--- config.mk ---
export PLATFORM = sky130hd
export DESIGN_NAME = fsx_cell
export DESIGN_NICKNAME = d
export VERILOG_FILES = /design/src/design/fsx_pkg.sv /design/src/design/fsx_cell.sv
export SDC_FILE = /design/constraint.sdc
export NUM_CORES = 1
export LEC_CHECK = 0
export ABC_CLOCK_PERIOD_IN_PS = 6600
export CAP_MARGIN = 20
export CORE_MARGIN = 1.5
export CORE_UTILIZATION = 55
export CTS_CLUSTER_SIZE = 12
export DETAILED_ROUTE_END_ITERATION = 10
export DONT_BUFFER_PORTS = 1
export GPL_TIMING_DRIVEN = 0
export HOLD_SLACK_MARGIN = 0.15
export PLACE_DENSITY = 0.7
export SLEW_MARGIN = 15
export SYNTH_ARGS = -nofsm -noshare
export SYNTH_HDL_FRONTEND = slang
export SYNTH_SLANG_ARGS = --single-unit
--- constraint.sdc ---
create_clock -name clk -period 6.6 [get_ports clk]
set_clock_uncertainty 0.2 [all_clocks]
set_input_delay 1.32 -clock clk [delete_from_list [all_inputs] [get_ports clk]]
set_output_delay 1.32 -clock clk [all_outputs]
set_load 0.01 [all_outputs]
--- src/design/fsx_pkg.sv ---
// ----------------------------------------------------------------------------
// fsx_pkg
// Shared types and codes for the stack execution unit: stack words, status
// codes and the control word that is broadcast to the row of stack cells.
// ----------------------------------------------------------------------------
package fsx_pkg;

  localparam int STACK_DEPTH_DEF = 64;
  localparam int WORD_BITS_DEF   = 32;
  localparam int DICT_WORDS_DEF  = 256;

  // wide enough for a cell index at the largest stack depth
  localparam int IDX_BITS = 10;

  localparam logic [3:0] F_PUSH   = 4'd0;
  localparam logic [3:0] F_EMIT   = 4'd1;
  localparam logic [3:0] F_PICK   = 4'd2;
  localparam logic [3:0] F_ROLL   = 4'd3;
  localparam logic [3:0] F_ADD    = 4'd4;
  localparam logic [3:0] F_MUL    = 4'd5;
  localparam logic [3:0] F_DIV    = 4'd6;
  localparam logic [3:0] F_XOR    = 4'd7;
  localparam logic [3:0] F_AND    = 4'd8;
  localparam logic [3:0] F_RSHIFT = 4'd9;
  localparam logic [3:0] F_LSHIFT = 4'd10;
  localparam logic [3:0] F_ZEROEQ = 4'd11;
  localparam logic [3:0] F_FETCH  = 4'd12;
  localparam logic [3:0] F_STORE  = 4'd13;
  localparam logic [3:0] F_POPOUT = 4'd14;
  localparam logic [3:0] F_NOP    = 4'd15;

  typedef enum logic [2:0] {
    ST_OK        = 3'd0,
    ST_UNDERFLOW = 3'd1,
    ST_OVERFLOW  = 3'd2,
    ST_DIVZERO   = 3'd3,
    ST_RANGE     = 3'd4
  } status_t;

  typedef enum logic [2:0] {
    C_HOLD,
    C_PUSH,
    C_POP,
    C_TOP,
    C_LOAD,
    C_SHIFT,
    C_ROLL
  } cell_op_t;

  typedef struct packed {
    cell_op_t            op;
    logic [IDX_BITS-1:0] roll_idx;
  } cell_ctrl_t;

endpackage

--- src/design/fsx_cell.sv ---
// ----------------------------------------------------------------------------
// fsx_cell
// One stack entry plus one lane register. Values move to the neighbour cells
// on push and pop; the lane carries a copy of the stack toward the top for
// pick and roll.
// ----------------------------------------------------------------------------
module fsx_cell
  import fsx_pkg::*;
#(
  parameter int WORD_BITS = WORD_BITS_DEF,
  parameter int INDEX     = 0
) (
  input  logic                 clk,
  input  cell_ctrl_t           ctrl,
  input  logic [WORD_BITS-1:0] above_val,
  input  logic [WORD_BITS-1:0] below_val,
  input  logic [WORD_BITS-1:0] below_lane,
  output logic [WORD_BITS-1:0] val,
  output logic [WORD_BITS-1:0] lane
);

  localparam logic [IDX_BITS-1:0] MY_IDX = IDX_BITS'(INDEX);

  always_ff @(posedge clk) begin
    case (ctrl.op)
      C_PUSH:  val <= above_val;
      C_POP:   val <= below_val;
      C_TOP:   if (INDEX == 0) val <= above_val;
      C_LOAD:  lane <= val;
      C_SHIFT: lane <= below_lane;
      C_ROLL:  if (MY_IDX <= ctrl.roll_idx) val <= above_val;
      default: ;
    endcase
  end

endmodule

==> results.sh, run 1 <==
export IMPL_status="finished, final reports clean"
export IMPL_worst_slew_pin_slew_ps=785
export IMPL_period_share=0.458
export IMPL_postPlaceCellArea_um2=2850
export IMPL_path_clk_slew_ps=70
export IMPL_wl_per_cell_um=23.4
export IMPL_critPathTopFamily="simple AND/OR/NAND/NOR gates"
export IMPL_ant_nets=0
export IMPL_rows=25
export IMPL_worst_ep_required_time_ps=6470
export IMPL_power_density_nw_per_um2=305
export IMPL_drtIter0Drc=32
export IMPL_grt_pass1_wl_um=7530
export IMPL_drcViolationCount=0
export IMPL_setup_tns_final_ps=0
export IMPL_grt_pass1_vias=1420
export IMPL_fin_area_um2=3020
export IMPL_hold_viol=0
export IMPL_routed_via_density=5.85
export IMPL_routed_via_count=1311
export IMPL_cp_max_fo=33
export IMPL_clock_sinks=64
export IMPL_synth_fa_ha_area_frac=0
export IMPL_core_region_area_um2=4750
export IMPL_pre_cts_slack_ps=3190
export IMPL_hpwl_um=3810
export IMPL_max_stage_delay_ps=710
export IMPL_rsz0062_at_grt="no"
export IMPL_totalWireLength_um=5230
export IMPL_crit_arrival_ps=2890
export IMPL_ir_drop_v=0.000158
export IMPL_grt_antenna_before_repair=0
export IMPL_placed_cells=208
export IMPL_drive_above_1_share=0.535
export IMPL_finalHoldWorstSlack_ps=463
export IMPL_netlist_cell_type_count=9
export IMPL_syn_avg_cell_area_um2=19.4
export IMPL_crit_type="in2reg"
export IMPL_ys_ff_latch=64
export IMPL_setup_violations=0
export IMPL_htreeDepth=3
export IMPL_instances_no_fill=224
export IMPL_postCtsResizedCells=0
export IMPL_crit_buf_inv=1
export IMPL_cp_slowest_cell="and2b_2"
export IMPL_yosysSeqAreaShare=0.706
export IMPL_port_buffers=0
export IMPL_synth_simple_gate_area_share=0.00552
export IMPL_cts_tree="done"
export IMPL_n_fill_cell=354
export IMPL_die_w_um=73.3
export IMPL_insertion_delay_ps=320
export IMPL_routabilityCongestion=0.697
export IMPL_worstPathCellList="and2b_2 > nand2_1 > buf_4 > mux2_2"
export IMPL_period_needed_ps=3020
export IMPL_dr_pass1_iters=4
export IMPL_maxClockFrequency_mhz=331
export IMPL_grt_start_max_net_pins=34
export IMPL_hold_path_class="reg2reg"
export IMPL_num_io_pins=174
export IMPL_reg2reg_slack_ps=5400
export IMPL_post_cts_setup_buffer_count=0
export IMPL_end_kind="flip-flop"
export IMPL_synth_area_leaders="edfxtp_1 71%, mux2_2 26%, buf_4 1.7%"
export IMPL_top_usage_layer="met2"
export IMPL_synth_top_family_by_area="multiplexers"
export IMPL_track_usage=0.199
export IMPL_fin_ws_ps=3580
export IMPL_diodes=0
export IMPL_slew_limit_headroom=0.477
export IMPL_synthToLayoutAreaGrowth_pct=11.1
export IMPL_leakagePower_nw=1.02
export IMPL_cap_violations=0
export IMPL_synth_mux_area_frac=0.265
export IMPL_cts_buffer_depth=2
export IMPL_dieArea_um2=5380
export IMPL_ctsRootBufferMaster="clkbuf_8"
export IMPL_synthCells=140
export IMPL_synth_xor_area_frac=0
export IMPL_synth_compound_area_share=0.00690
export IMPL_nets=262
export IMPL_synth_top_area_frac=0.706
export IMPL_use_met1=0.219
export IMPL_slew_viol_final=0
export IMPL_start_util=0.572
export IMPL_met2_usage=0.339
export IMPL_ys_warn_count=0
export IMPL_cp_start_kind="primary input"
export IMPL_yosysTopAreaCell="edfxtp_1"
export IMPL_holdBufCountCts=0
export IMPL_syn_area_um2=2720
export IMPL_use_met3=0.0754
export IMPL_cts_made_buffers=9
export IMPL_syn_nets=250
export IMPL_dieHeight_um=73.3
export IMPL_gr_total_overflow=0
[per-layer routing]
layer	wire length (µm)	up-vias
met2	2860	94
met1	1760	634
met3	543	8
met4	72	0
li1	-	575
met5	0	-
[where the power goes]
| group | internal [W] | switching [W] |
|---|---|---|
| clock network | 0.000171 | 0.000135 |
| logic | 0.0000448 | 0.0000325 |
| registers | 0.000500 | 0.0000388 |
[final cells by class]
type	count	area, µm²	share of cell area
Tap cell	67	83.8	0.0277
Clock buffer	11	131	0.0434
Multi-Input combinational cell	70	767	0.254
Clock inverter	5	47.5	0.0157
Sequential cell	64	1920	0.635
Timing Repair Buffer	1	27.5	0.00910
Buffer	6	45.0	0.0149
[state kept, by name (all words and copies together) (netlist names)]
register and count:
val 32, lane 32
[kinds of logic after synthesis]
logic type,after synthesis
and+or+nand+nor,3
buffers and inverters,6
muxes,64
DFF,64
AOI/OAI and AO/OA,3
[synthesized netlist by cell type]
master and count:
nor2_1 1, a21oi_2 1, a21oi_1 2, buf_4 6
edfxtp_1 64, and2b_1 1, mux2_2 62, mux2_1 2
nand2_1 1
[worst paths after layout]
| kind | start | to | depth (start not counted) |
|---|---|---|---|
| worst min-delay path | val[11] | lane[11] | 1 |
| worst max-delay path | ctrl[11] | lane[22] | 4 |
| worst min register to register | val[11] | lane[11] | 1 |
| worst max register to register | val[2] | lane[2] | 1 |
[through the flow]
step	util	total power, W
3_3_place_gp	0.590	0.000619
3_5_place_dp	0.598	0.000627
4_1_cts	0.636	0.000932
2_1_floorplan	-	0.000602
6_report	0.636	0.000922
5_1_grt	0.636	0.000954
[cells in the final DEF (no fill, tap or decap)]
master	instances
a21oi_1	1
buf_4	6
clkbuf_8	9
bufinv_16	1
nand2_1	1
clkinv_2	2
clkinv_1	2
edfxtp_1	64
a21oi_4	1
mux2_2	62
a21oi_2	1
clkbuf_1	2
and2b_2	1
mux2_1	2
nor2_1	1
buf_16	1
(Power assumes the default switching activity.)
==> run 2: changes to the inputs <==
--- a/config.mk
+++ b/config.mk
@@ -5,7 +5,8 @@
 export SDC_FILE = /design/constraint.sdc
 export NUM_CORES = 1
 export LEC_CHECK = 0
-export ABC_CLOCK_PERIOD_IN_PS = 6600
+export ABC_AREA = 1
+export ABC_CLOCK_PERIOD_IN_PS = 2500
 export CAP_MARGIN = 20
 export CORE_MARGIN = 1.5
 export CORE_UTILIZATION = 55
@@ -14,7 +15,7 @@
 export DONT_BUFFER_PORTS = 1
 export GPL_TIMING_DRIVEN = 0
 export HOLD_SLACK_MARGIN = 0.15
-export PLACE_DENSITY = 0.7
+export PLACE_DENSITY = 0.73
 export SLEW_MARGIN = 15
 export SYNTH_ARGS = -nofsm -noshare
 export SYNTH_HDL_FRONTEND = slang
==> constraint.sdc (replaced) <==
create_clock -name clk -period 2.5 [get_ports clk]
set_clock_uncertainty 0.2 [all_clocks]
set_input_delay 0.5 -clock clk [delete_from_list [all_inputs] [get_ports clk]]
set_output_delay 0.5 -clock clk [all_outputs]
set_load 0.01 [all_outputs]
==> results.sh, run 2 <==
export IMPL_status="finished, final reports clean"
export IMPL_ff2ff_path_depth=2
export IMPL_hold_end="val[19]"
export IMPL_reg2reg_from="val[0]"
export IMPL_dieArea_um2=5690
export IMPL_routed_via_count=2087
export IMPL_ant_nets=0
export IMPL_rows=26
export IMPL_end_kind="flip-flop"
export IMPL_wl_per_cell_um=17.0
export IMPL_track_usage=0.224
export IMPL_core_region_area_um2=5070
export IMPL_grt_start_max_net_pins=42
export IMPL_yosysSeqAreaShare=0.666
export IMPL_async_flop_share=0
export IMPL_fin_ws_ps=855
export IMPL_layout_commonest_cell="nand2_1"
export IMPL_hpwl_um=4660
export IMPL_synth_fa_ha_area_frac=0
export IMPL_drive_above_1_share=0.120
export IMPL_synth_mux_area_frac=0
export IMPL_synth_main_ff_cell="edfxtp_1"
export IMPL_nets=422
export IMPL_syn_area_um2=2890
export IMPL_ctsRootBufferMaster="clkbuf_8"
export IMPL_synth_area_leaders="edfxtp_1 67%, nand2_1 17%, nand3_1 11%"
export IMPL_max_stage_delay_ps=690
export IMPL_hold_path_depth=2
export IMPL_dr_pass1_iters=4
export IMPL_ys_ff_latch=64
export IMPL_power_density_nw_per_um2=767
export IMPL_port_buffers=0
export IMPL_seq_area_um2=1920
export IMPL_grt_pass1_vias=1779
export IMPL_routed_via_density=5.39
export IMPL_pre_cts_slack_ps=484
export IMPL_num_io_pins=174
export IMPL_grt_antenna_before_repair=0
export IMPL_synthToLayoutAreaGrowth_pct=17.2
export IMPL_ys_warn_count=0
export IMPL_drtIter0Drc=92
export IMPL_yosysTopAreaCell="edfxtp_1"
export IMPL_worstPathCellList="inv_2 > nor2_4 > buf_2 > nand3_1 > nand2_1"
export IMPL_fin_area_um2=3380
export IMPL_syn_nets=394
export IMPL_syn_avg_cell_area_um2=10.2
export IMPL_critPathTopFamily="buffers and inverters"
export IMPL_synth_compound_area_share=0.00173
export IMPL_grt_pass1_wl_um=9070
export IMPL_slew_viol_final=0
export IMPL_insertion_delay_ps=330
export IMPL_totalWireLength_um=6590
export IMPL_cts_tree="done"
export IMPL_hold_start="above_val[19]"
export IMPL_start_util=0.569
export IMPL_leakagePower_nw=1.43
export IMPL_cap_violations=0
export IMPL_final_core_util=0.666
export IMPL_diodes=0
export IMPL_ys_top_cells_by_count="128 x nand2_1, 64 x edfxtp_1, 64 x nand3_1"
export IMPL_placed_cells=355
export IMPL_synth_top_family_by_area="simple AND/OR/NAND/NOR gates"
export IMPL_crit_type="in2reg"
export IMPL_path_clk_slew_ps=70
export IMPL_synth_edff_count=64
export IMPL_cts_buffer_depth=2
export IMPL_cp_slowest_cell="buf_2"
export IMPL_routabilityCongestion=0.808
export IMPL_dieHeight_um=75.4
export IMPL_period_share=0.658
export IMPL_htreeDepth=3
export IMPL_crit_buf_inv=2
export IMPL_cp_max_fo=41
export IMPL_worstReg2RegEnd="lane[0]"
export IMPL_synth_xor_area_frac=0
export IMPL_worst_ep_required_time_ps=2500
export IMPL_synth_top_area_frac=0.666
export IMPL_postPlaceCellArea_um2=3010
export IMPL_worst_slew_pin_slew_ps=827
export IMPL_layout_common_cells="128 x nand2_1, 64 x nand3_1, 64 x edfxtp_1"
export IMPL_gr_total_overflow=0
export IMPL_netlist_cell_type_count=12
export IMPL_instances_no_fill=387
export IMPL_finalPower_w=0.00260
export IMPL_reg2reg_slack_ps=1430
export IMPL_synthCells=284
export IMPL_post_cts_setup_buffer_count=0
export IMPL_setup_violations=0
export IMPL_clock_sinks=64
export IMPL_n_fill_cell=411
export IMPL_crit_arrival_ps=1640
export IMPL_cp_start_kind="primary input"
export IMPL_die_w_um=75.4
export IMPL_rsz0062_at_grt="no"
export IMPL_period_needed_ps=1640
export IMPL_hold_viol=0
export IMPL_maxClockFrequency_mhz=608
export IMPL_slew_limit_headroom=0.448
export IMPL_yosys_cell_count_top_type="nand2_1"
export IMPL_synth_simple_gate_area_share=0.291
export IMPL_cts_made_buffers=9
export IMPL_drcViolationCount=0
export IMPL_hold_path_class="in2reg"
export IMPL_multiInputGateArea_um2=857
export IMPL_ir_drop_v=0.000532
export IMPL_reg_top3="lane (32), val (32)"
run 2: kinds of logic (layout without fill, tap and decap cells):
family | count (synthesis) | in the layout
AOI/OAI and AO/OA | 1 | 1
buffers and inverters | 22 | 55
DFF | 64 | 64
and+or+nand+nor | 197 | 197
run 2: timing repair:
action,CTS,global route
hold buffers,16,0
hold endpoints to repair,16,0
resized for setup,0,0
run 2: metrics by stage:
step                hold WS (ps)  setup TNS [ps]
detailed placement           406               0
global route                 161               0
global placement             399            -261
CTS                          154               0
finish                       153               0
floorplan                    381               0
run 2: per-layer routing:
layer	wire length [µm]	track usage	up-vias	share of wire
met5	0	0	-	0
met2	3220	0.361	113	0.49
met3	618	0.0714	14	0.094
met1	2600	0.273	938	0.39
met4	153	0.115	0	0.023
li1	-	-	1022	-
run 2: worst register-to-register path: cells and delay by family (launching register included):
family           cells  cell delay [ps]
and+or+nand+nor      2              170
DFF                  1              470
run 2: worst max path at each step:
| stage | end | cells past startpoint | startpoint |
|---|---|---|---|
| floorplan | val[0] | 2 | ctrl[10] |
| global placement | val[8] | 2 | ctrl[10] |
| detailed placement | lane[22] | 5 | ctrl[12] |
| CTS | lane[22] | 5 | ctrl[12] |
| global route | lane[22] | 5 | ctrl[12] |
| finish | lane[22] | 5 | ctrl[12] |
run 2: report_power, final:
group	switching, W	total [W]	internal (W)
Clock	0.000388	0.000939	0.000551
Sequential	0.000100	0.00141	0.00131
Combinational	0.000149	0.000244	0.0000947
Total	0.000637	0.00260	0.00196
run 2: final cells by class:
cell class              count  area share
plain buffers              19      0.0314
clock buffers               9      0.0366
clock inverters             7      0.0255
inverters                   3     0.00333
multi-input cells         198       0.253
flip-flops and latches     64       0.568
well taps                  70      0.0259
repair buffers             17      0.0555
