**src/design/fsx_pkg.sv**
```systemverilog
// ----------------------------------------------------------------------------
// fsx_pkg
// Shared types and codes for the stack execution unit: stack words, status
// codes and the control word that is broadcast to the row of stack cells.
// ----------------------------------------------------------------------------
package fsx_pkg;

  localparam int STACK_DEPTH_DEF = 64;
  localparam int WORD_BITS_DEF   = 32;
  localparam int DICT_WORDS_DEF  = 256;

  // wide enough for a cell index at the largest stack depth
  localparam int IDX_BITS = 10;

  localparam logic [3:0] F_PUSH   = 4'd0;
  localparam logic [3:0] F_EMIT   = 4'd1;
  localparam logic [3:0] F_PICK   = 4'd2;
  localparam logic [3:0] F_ROLL   = 4'd3;
  localparam logic [3:0] F_ADD    = 4'd4;
  localparam logic [3:0] F_MUL    = 4'd5;
  localparam logic [3:0] F_DIV    = 4'd6;
  localparam logic [3:0] F_XOR    = 4'd7;
  localparam logic [3:0] F_AND    = 4'd8;
  localparam logic [3:0] F_RSHIFT = 4'd9;
  localparam logic [3:0] F_LSHIFT = 4'd10;
  localparam logic [3:0] F_ZEROEQ = 4'd11;
  localparam logic [3:0] F_FETCH  = 4'd12;
  localparam logic [3:0] F_STORE  = 4'd13;
  localparam logic [3:0] F_POPOUT = 4'd14;
  localparam logic [3:0] F_NOP    = 4'd15;

  typedef enum logic [2:0] {
    ST_OK        = 3'd0,
    ST_UNDERFLOW = 3'd1,
    ST_OVERFLOW  = 3'd2,
    ST_DIVZERO   = 3'd3,
    ST_RANGE     = 3'd4
  } status_t;

  typedef enum logic [2:0] {
    C_HOLD,
    C_PUSH,
    C_POP,
    C_TOP,
    C_LOAD,
    C_SHIFT,
    C_ROLL
  } cell_op_t;

  typedef struct packed {
    cell_op_t            op;
    logic [IDX_BITS-1:0] roll_idx;
  } cell_ctrl_t;

endpackage

```
**src/design/fsx_muldiv.sv**
```systemverilog
// ----------------------------------------------------------------------------
// fsx_muldiv
// Shared iterative unit, one bit per cycle: shift-add multiply (low word kept)
// and restoring signed divide truncating toward zero.
// ----------------------------------------------------------------------------
module fsx_muldiv
  import fsx_pkg::*;
#(
  parameter int WORD_BITS = WORD_BITS_DEF
) (
  input  logic                 clk,
  input  logic                 rst,
  input  logic                 start,
  input  logic                 is_div,
  input  logic [WORD_BITS-1:0] a,
  input  logic [WORD_BITS-1:0] b,
  output logic                 done,
  output logic [WORD_BITS-1:0] result
);

  localparam int CW = $clog2(WORD_BITS);

  logic                 busy;
  logic [CW-1:0]        cnt;
  logic                 div_q;
  logic                 neg;
  logic [WORD_BITS-1:0] acc;
  logic [WORD_BITS-1:0] sh;
  logic [WORD_BITS-1:0] den;
  logic [WORD_BITS:0]   rem_sh;
  logic [WORD_BITS:0]   diff;
  logic [WORD_BITS-1:0] a_mag;
  logic [WORD_BITS-1:0] b_mag;

  assign a_mag  = a[WORD_BITS-1] ? (~a + 1'b1) : a;
  assign b_mag  = b[WORD_BITS-1] ? (~b + 1'b1) : b;
  assign rem_sh = {acc, sh[WORD_BITS-1]};
  assign diff   = rem_sh - {1'b0, den};
  assign result = div_q ? (neg ? (~sh + 1'b1) : sh) : acc;

  always_ff @(posedge clk) begin
    if (rst) begin
      busy <= 1'b0;
      done <= 1'b0;
    end else begin
      done <= busy && (cnt == '0);
      if (start) begin
        busy <= 1'b1;
      end else if (busy && (cnt == '0)) begin
        busy <= 1'b0;
      end
    end
  end

  always_ff @(posedge clk) begin
    if (start) begin
      cnt   <= CW'(WORD_BITS - 1);
      div_q <= is_div;
      neg   <= a[WORD_BITS-1] ^ b[WORD_BITS-1];
      acc   <= '0;
      sh    <= is_div ? a_mag : b;
      den   <= is_div ? b_mag : a;
    end else if (busy) begin
      cnt <= cnt - 1'b1;
      if (div_q) begin
        if (!diff[WORD_BITS]) begin
          acc <= diff[WORD_BITS-1:0];
          sh  <= {sh[WORD_BITS-2:0], 1'b1};
        end else begin
          acc <= rem_sh[WORD_BITS-1:0];
          sh  <= {sh[WORD_BITS-2:0], 1'b0};
        end
      end else begin
        acc <= {acc[WORD_BITS-2:0], 1'b0} + (sh[WORD_BITS-1] ? den : '0);
        sh  <= {sh[WORD_BITS-2:0], 1'b0};
      end
    end
  end

endmodule

```
**config.mk**
```make
export PLATFORM = sky130hd
export DESIGN_NAME = fsx_muldiv
export DESIGN_NICKNAME = d
export VERILOG_FILES = /design/src/design/fsx_pkg.sv /design/src/design/fsx_muldiv.sv
export SDC_FILE = /design/constraint.sdc
export NUM_CORES = 1
export LEC_CHECK = 0
export BUFFER_PORTS_ARGS = -buffer_cell sky130_fd_sc_hd__buf_4
export CAP_MARGIN = 20
export CORE_MARGIN = 1.5
export CORE_UTILIZATION = 60
export DETAILED_ROUTE_END_ITERATION = 6
export GPL_TIMING_DRIVEN = 0
export PLACE_DENSITY = 0.81
export SETUP_SLACK_MARGIN = 0.15
export SYNTH_ARGS = -nofsm -noshare
export SYNTH_HDL_FRONTEND = slang
export SYNTH_SLANG_ARGS = --single-unit
export TNS_END_PERCENT = 50
```
**constraint.sdc**
```tcl
create_clock -name clk -period 5 [get_ports clk]
set_input_delay 0.5 -clock clk [delete_from_list [all_inputs] [get_ports clk]]
set_output_delay 0.5 -clock clk [all_outputs]
set_load 0.02 [all_outputs]
```
==> results of run 1 <==
==> metal layers <==
metal,vias to the layer above,global-route usage,share of wire
met2,504,0.575,0.45
li1,4988,-,-
met5,-,0,0
met4,0,0.118,0.029
met1,4741,0.491,0.44
met3,59,0.0469,0.080
==> how the worst min path moves through the flow <==
stage	startpoint	to	slack [ns]	depth (start not counted)
final	rst	busy	0.32	2
after detailed placement	cnt[4]	done	0.48	1
after floorplan	cnt[4]	done	0.43	1
after global routing	rst	busy	0.33	2
after CTS	rst	busy	0.31	2
after global placement	cnt[4]	done	0.48	1
==> cell families (layout without fill, tap and decap cells) <==
kind of cell    Yosys count  after routing
compound gates          408            408
xor+xnor                142            142
fa+ha+maj                69             69
buf+inv                 125            244
flops                   105            105
mux                      62             62
simple gates            406            406
==> area by class of cell <==
cell class | instances | share of cell area
Multi-Input combinational cell | 1087 | 0.611
Sequential cell | 105 | 0.233
Timing Repair Buffer | 103 | 0.0669
Tap cell | 225 | 0.0237
Inverter | 64 | 0.0203
Clock buffer | 10 | 0.0201
Buffer | 61 | 0.0201
Clock inverter | 6 | 0.00475
==> critical path, cell delays in order (launching register included) <==
cell	delay [ns]
edfxtp_1	0.52
inv_1	0.20
clkbuf_1	0.32
ha_1	0.33
fa_1	0.39
nand2b_1	0.20
a21oi_1	0.29
o211ai_1	0.22
a21oi_2	0.31
a211oi_2	0.18
o31ai_2	0.32
xor2_2	0.22
buf_2	0.31
buf_2	0.31
o221ai_1	0.15
a22o_1	0.23
==> flip-flops by register name, indices dropped and copies added, names as in the netlist <==
name	cells
den	32
done	1
busy	1
neg	1
cnt	5
sh	32
acc	32
div_q	1
==> report_power, final <==
group	total, W	switching (W)	leakage [nW]	internal [W]
sequential	0.00112	0.0000983	0.973	0.00103
clock	0.000720	0.000356	0.144	0.000364
combinational	0.00138	0.000825	3.92	0.000558
==> Yosys cell counts, types with 5 or more instances <==
master / count
inv_1: 64
xor2_1: 93
o211ai_1: 10
and3_1: 8
o31ai_1: 31
a211oi_1: 11
nor2_1: 168
mux2_2: 42
a2111oi_0: 6
a21o_1: 29
ha_1: 67
or3_1: 18
o21bai_1: 9
o21ai_0: 95
o22ai_1: 5
and2_1: 8
nand2b_1: 24
buf_1: 10
xnor2_1: 49
o21a_1: 7
or2_2: 6
nand2_1: 87
a31oi_1: 7
o41ai_1: 9
clkbuf_1: 47
mux2i_1: 20
or4_1: 12
a21oi_1: 154
nand4_1: 5
dfxtp_1: 39
nand3_1: 10
nor2b_1: 12
edfxtp_1: 66
nor3_1: 25
nor4_1: 8
==> metrics by stage <==
step / setup TNS [ns] / util / instances
detailed placement: -1.18 / 0.671 / 1643
finish: 0 / 0.691 / 1661
global placement: -0.806 / 0.669 / 1642
floorplan: 0 / - / 1317
global route: 0 / 0.691 / 1661
CTS: 0 / 0.690 / 1661
==> repair_timing <==
| item | 4_1_cts | 5_1_grt |
|---|---|---|
| endpoints found under the hold margin | 0 | 0 |
| pin swaps | 1 | 0 |
| gates resized for setup | 1 | 5 |
| endpoints found under the setup margin | 29 | 26 |
| buffers inserted | 2 | 0 |
==> impl_metrics.yaml, run 1 <==
global_route:
  grt_pass1_wl_mm: 50.2
  grt_antenna_before_repair: 0
  grt_overflow_total: 0
  grt_pass1_vias: 9660
  track_usage: 0.355
  grt_max_degree: 36
synthesis:
  synth_top_family_by_area: "compound AO/OA/AOI/OAI gates"
  yosysUniqueCellTypes: 64
  synthFlopType: "edfxtp_1"
  synthAdderAreaFrac: 0.0839
  synth-async-reset-ratio: 0
  synth_xor_area_frac: 0.119
  synth_top_area_frac: 0.189
  synth.largest_area_cell: "edfxtp_1"
  ys_ff_latch: 105
  postSynthNetCount: 1454
  yosysSeqAreaShare: 0.264
  syn-cell-area_mm2: 0.0105
  synth-compound-area-share: 0.239
  synth_warnings: 0
  synth_cells: 1317
  synth-simple-area-share: 0.184
  synth_edf_count: 66
  synth_area_per_cell_um2: 7.95
  synth_mux_area_frac: 0.0643
  ys_top_cells_by_area: "edfxtp_1 (19%), ha_1 (8.0%), xor2_1 (7.8%), dfxtp_1 (7.5%), a21oi_1 (7.4%)"
routing:
  drt-initial-drc-count: 1151
  vias: 10300
  wirelength_mm: 32.2
  viasPerCell: 6.20
  drc: 2
  ant_nets: 0
  dr.pass1.iters: 7
  wl_per_cell_um: 19.4
sta:
  drv_slew: 0
  relSlewSlack: 0.477
  period_minus_slack_ns: 4.63
  clock.fmax_mhz: 216
  fin_ws_ns: 0.373
  setup_violations: 0
  fin_skew_ns: 0.00954
  fin_hold_ws_ns: 0.316
  grt_setup_unrepaired: "no"
  finalCritPeriodShare: 0.925
  hold_viol_final: 0
  tightest_slew_ns: 0.785
critical_path:
  r2r_slack_ns: 0.37
  critPathArrivalTime_ns: 4.88
  r2r_end: "acc[14]"
  crit_required_ns: 5.25
  worstRegToRegCells: 15
  cp-end-kind: "flop"
  worstReg2RegStart: "sh[31]"
  path_class: "flop to flop"
  path_max_fanout: 10
  crit_start: "sh[31]"
  crit_path_start_kind: "flop"
  setup.worst_path.end: "acc[14]"
cts:
  cts_buffers: 9
  cts_root_buf: "clkbuf_16"
  htree_levels: 3
  clock_path_buffers: 2
  holdBufCountCts: 0
  clock_sinks: 105
  cts_tree: "built"
  insertion_delay_ns: 0.36
  clk_pin_slew_ns: 0.08
placed_design:
  portBuffers: 100
  gp_congestion: 0.909
  pre_cts_slack_ns: -0.159
  place_area_mm2: 0.0115
  dpl.hpwl_mm: 25.5
floorplan:
  die_y_um: 135
  core_area_mm2: 0.0172
  die_w_um: 135
  initial_core_util: 0.609
  die_area_mm2: 0.0182
  ios: 101
  rows: 48
status:
  status: "finished, violations left"
  violations: "design-rule violations"
finish:
  layout_commonest_cell: "nor2_1"
  diodes: 0
  register_area_mm2: 0.00276
  multi_input_area_mm2: 0.00725
  final_nets: 1568
  final_cell_mix: "nor2_1 (168), a21oi_1 (153), buf_4 (102), o21ai_0 (95), xor2_1 (92)"
  fillers: 1520
  drive_above_1_share: 0.129
  design_area_mm2: 0.0119
  synthToLayoutAreaGrowth_pct: 13.3
power:
  cellPowerDensity_mw_per_mm2: 272
  total_power_w: 0.00323
  vdd_drop_max_uv: 238
  p_leak_nw: 5.04
job:
  cap_violations: 0
min_path:
  hp-class: "input port to flop"
No activity file was read; power rests on OpenSTA's default activity.
==> run 2: changes to the inputs <==
Settings changed: CTS_BUF_LIST set to sky130_fd_sc_hd__clkbuf_16.
==> impl_metrics.yaml, run 2 (synthesis gave the netlist of run 1 again) <==
finish:
  drive_above_1_share: 0.128
  final_cell_mix: "nor2_1 (168), a21oi_1 (153), buf_4 (102), o21ai_0 (95), xor2_1 (92)"
  largest_registers: "acc: 32 flops, den: 32 flops, sh: 32 flops"
  diodes: 0
  fillers: 1524
  design_area_mm2: 0.0119
  final_nets: 1568
  layout_commonest_cell: "nor2_1"
  final_util: 0.690
  synthToLayoutAreaGrowth_pct: 13.2
placed_design:
  portBuffers: 100
  gp_congestion: 0.909
  place_area_mm2: 0.0115
  dpl.hpwl_mm: 25.5
cts:
  htree_levels: 3
  cts_root_buf: "clkbuf_16"
  clock_path_buffers: 2
  clk_pin_slew_ns: 0.08
  cts_buffers: 9
  cts_tree: "built"
  insertion_delay_ns: 0.36
  clock_sinks: 105
critical_path:
  path_class: "flop to flop"
  critPathArrivalTime_ns: 4.82
  slowest_delay_ns: 0.52
  crit_path_start_kind: "flop"
  crit_chain: "inv_1, clkbuf_1, ha_1, fa_1, nand2b_1, a21oi_1, o211ai_1, a21oi_2, a211oi_2, o31ai_2, xor2_2, buf_2, clkbuf_4, nand2_1, o21ai_0"
  critical-path-top-delay-family: "compound AO/OA/AOI/OAI gates"
  cp-end-kind: "flop"
  crit_required_ns: 5.20
  crit_slowest_cell: "edfxtp_1"
  path_max_fanout: 10
  path_buf_inv: 4
sta:
  fin_hold_ws_ns: 0.316
  setup_violations: 0
  grt_setup_unrepaired: "no"
  clock.fmax_mhz: 216
  fin_skew_ns: 0.00948
  hold_viol_final: 0
  period_minus_slack_ns: 4.62
  finalCritPeriodShare: 0.925
  relSlewSlack: 0.471
  drv_slew: 0
  tightest_slew_ns: 0.794
floorplan:
  rows: 48
  core_area_mm2: 0.0172
  die_y_um: 135
  ios: 101
  initial_core_util: 0.609
  die_area_mm2: 0.0182
  die_w_um: 135
power:
  swShare: 0.398
  power_frac_comb: 0.431
  vdd_drop_max_uv: 239
  p_clk_frac: 0.219
  p_seq_frac: 0.350
  cellPowerDensity_mw_per_mm2: 271
  p_leak_nw: 5.04
  internal_power_w: 0.00193
  p_switching_w: 0.00128
global_route:
  grt_antenna_before_repair: 0
  grt_overflow_total: 0
  track_usage: 0.355
  grt_pass1_wl_mm: 50.2
  grt_pass1_vias: 9683
  grt_max_degree: 36
routing:
  dr.pass1.iters: 7
  viasPerCell: 6.17
  drt-initial-drc-count: 1136
  wirelength_mm: 32.2
  drc: 0
  ant_nets: 0
  vias: 10300
  wl_per_cell_um: 19.4
min_path:
  hp-class: "input port to flop"
status:
  status: "finished clean"
job:
  cap_violations: 0
-- run 2: cell type report --
cell class | instances | area (µm²) | area share
Sequential cell | 105 | 2760 | 0.233
Timing Repair Buffer | 103 | 793 | 0.0669
Inverter | 64 | 240 | 0.0203
Multi-Input combinational cell | 1087 | 7250 | 0.612
Clock buffer | 9 | 225 | 0.0190
Clock inverter | 7 | 60.1 | 0.00507
Buffer | 61 | 239 | 0.0202
Tap cell | 225 | 282 | 0.0238
-- run 2: final timing paths --
check	from	slack [ns]	cells past startpoint	to
max	sh[31]	0.38	15	sh[0]
max reg2reg	sh[31]	0.38	15	sh[0]
min reg2reg	cnt[4]	0.50	1	done
min	rst	0.32	2	busy
-- run 2: power groups by stage --
stage               clock (W)  combinational (W)  sequential (W)
finish               0.000703            0.00138         0.00112
global route         0.000734            0.00150         0.00113
CTS                  0.000702            0.00135         0.00112
detailed placement          0            0.00133         0.00114
global placement            0            0.00131         0.00113
floorplan                   0           0.000927         0.00110
-- run 2: routing by layer --
metal,part of all wire,routed length (µm),track usage,vias up
met1,0.44,14200,0.490,4754
met3,0.076,2450,0.0469,55
met2,0.46,14700,0.575,449
met4,0.027,864,0.118,0
met5,0,0,0,-
li1,-,-,-,4996
-- run 2: per-stage QoR --
stage | instances | TNS (ns) | setup WS (ns) | total power [W]
floorplan | 1317 | 0 | 1.31 | 0.00203
global placement | 1642 | -0.806 | -0.0930 | 0.00244
finish | 1661 | 0 | 0.376 | 0.00321
detailed placement | 1643 | -1.18 | -0.159 | 0.00246
CTS | 1661 | 0 | 0.202 | 0.00317
global route | 1661 | 0 | 0.219 | 0.00337
-- run 2: timing repair --
item | CTS | global route
resized for setup | 1 | 5
buffers inserted | 2 | 0
pin swaps | 1 | 0
endpoints found under the setup margin | 29 | 26
hold buffers | 0 | 0
==> run 3: changes to the inputs <==
Settings changed: CORE_ASPECT_RATIO set to 0.9, CORE_UTILIZATION 60 to 49, PLACE_DENSITY 0.81 to 0.68.
==> impl_metrics.yaml, run 3 (synthesis gave the netlist of run 1 again) <==
placed_design:
  dpl.hpwl_mm: 26.5
  portBuffers: 100
  dpl.cell_count: 1704
  gp_congestion: 0.918
critical_path:
  crit_required_ns: 5.23
  crit_chain: "inv_1, clkbuf_1, ha_1, fa_1, nand2b_1, a21oi_1, o211ai_1, a21oi_1, a211oi_1, o31ai_2, xor2_2, buf_2, buf_2, mux2i_1, o211ai_1"
  cp-end-kind: "flop"
  path_class: "flop to flop"
  path_max_fanout: 10
  critPathArrivalTime_ns: 4.89
  crit_slowest_cell: "edfxtp_1"
  crit_path_start_kind: "flop"
  slowest_delay_ns: 0.49
cts:
  holdBufCountCts: 0
  clock_sinks: 105
  cts_buffers: 9
  clock_path_buffers: 2
  insertion_delay_ns: 0.37
  clk_pin_slew_ns: 0.08
  cts_root_buf: "clkbuf_16"
  cts_tree: "built"
  htree_levels: 3
finish:
  largest_registers: "acc: 32 flops, den: 32 flops, sh: 32 flops"
  stdcell_count: 1722
  final_nets: 1568
  fillers: 2017
  diodes: 0
  drive_above_1_share: 0.127
  synthToLayoutAreaGrowth_pct: 13.8
  layout_commonest_cell: "nor2_1"
  final_cell_mix: "nor2_1 (168), a21oi_1 (154), buf_4 (102), o21ai_0 (95), xor2_1 (92)"
sta:
  tightest_slew_ns: 0.811
  drv_slew: 0
  fin_tns_setup_ns: 0
  setup_violations: 0
  hold_viol_final: 0
  finalCritPeriodShare: 0.931
  relSlewSlack: 0.459
  period_minus_slack_ns: 4.66
  grt_setup_unrepaired: "no"
  fin_skew_ns: 0.0134
  clock.fmax_mhz: 215
floorplan:
  die_y_um: 142
  initial_core_util: 0.501
  die_area_mm2: 0.0222
  core_area_mm2: 0.0209
  rows: 50
  die_w_um: 157
  ios: 101
routing:
  ant_nets: 0
  drt-initial-drc-count: 780
  wl_per_cell_um: 19.1
  vias: 10100
  wirelength_mm: 32.9
  viasPerCell: 5.85
  drc: 0
  dr.pass1.iters: 6
min_path:
  hp-class: "input port to flop"
global_route:
  track_usage: 0.298
  grt_antenna_before_repair: 0
  grt_pass1_vias: 9388
  grt_max_degree: 36
  grt_pass1_wl_mm: 50.8
  grt_overflow_total: 0
status:
  status: "finished clean"
power:
  total_power_w: 0.00321
  vdd_drop_max_uv: 160
  cellPowerDensity_mw_per_mm2: 269
  p_leak_nw: 5.03
job:
  cap_violations: 0
==> run 3: repair_timing <==
item | 4_1_cts | 5_1_grt
buffers inserted | 2 | 0
pin swaps | 1 | 0
gates resized for setup | 1 | 1
setup endpoints to repair | 29 | 10
==> run 3: layer usage <==
metal	track usage	vias up	wire length [µm]
li1	-	4993	-
met4	0.0904	0	694
met3	0.0336	40	2030
met1	0.432	4667	15800
met5	0	-	0
met2	0.465	369	14400
==> run 3: critical path: cells and delay by family, from the launching register on <==
kind                     cells  cell delay (ns)
AO/OA/AOI/OAI                6             1.49
XOR/XNOR                     1             0.22
adder cells (fa/ha/maj)      2             0.71
buffers and inverters        4             1.17
flip-flops                   1             0.49
multiplexers                 1             0.24
AND/OR/NAND/NOR              1             0.20
==> run 3: power by group <==
part	internal, W	switching [W]	total (W)
registers	0.00103	0.0000986	0.00112
logic	0.000556	0.000813	0.00137
clock network	0.000348	0.000368	0.000715
==> run 3: through the flow <==
stage,setup slack (ns),hold WS (ns),instance area (µm²),utilization
2_1_floorplan,1.31,0.432,10500,-
3_3_place_gp,-0.162,0.471,11600,0.554
3_5_place_dp,-0.154,0.466,11600,0.555
4_1_cts,0.348,0.291,11900,0.570
5_1_grt,0.169,0.297,11900,0.570
6_report,0.343,0.298,11900,0.570
==> run 3: path summary, 6_finish.rpt <==
check	startpoint	endpoint	slack, ns	cells past startpoint
min	rst	busy	0.30	2
min reg2reg	cnt[4]	done	0.50	1
max reg2reg	sh[31]	acc[30]	0.34	15
max	sh[31]	acc[30]	0.34	15
==> run 3: area by class of cell <==
cell class / instances / area [µm²] / share of cell area
plain buffers: 61 / 234 / 0.0196
clock buffers: 9 / 225 / 0.0189
clock inverters: 7 / 60.1 / 0.00504
inverters: 64 / 240 / 0.0202
multi-input cells: 1087 / 7240 / 0.608
flip-flops and latches: 105 / 2760 / 0.232
well taps: 286 / 358 / 0.0300
repair buffers: 103 / 793 / 0.0666
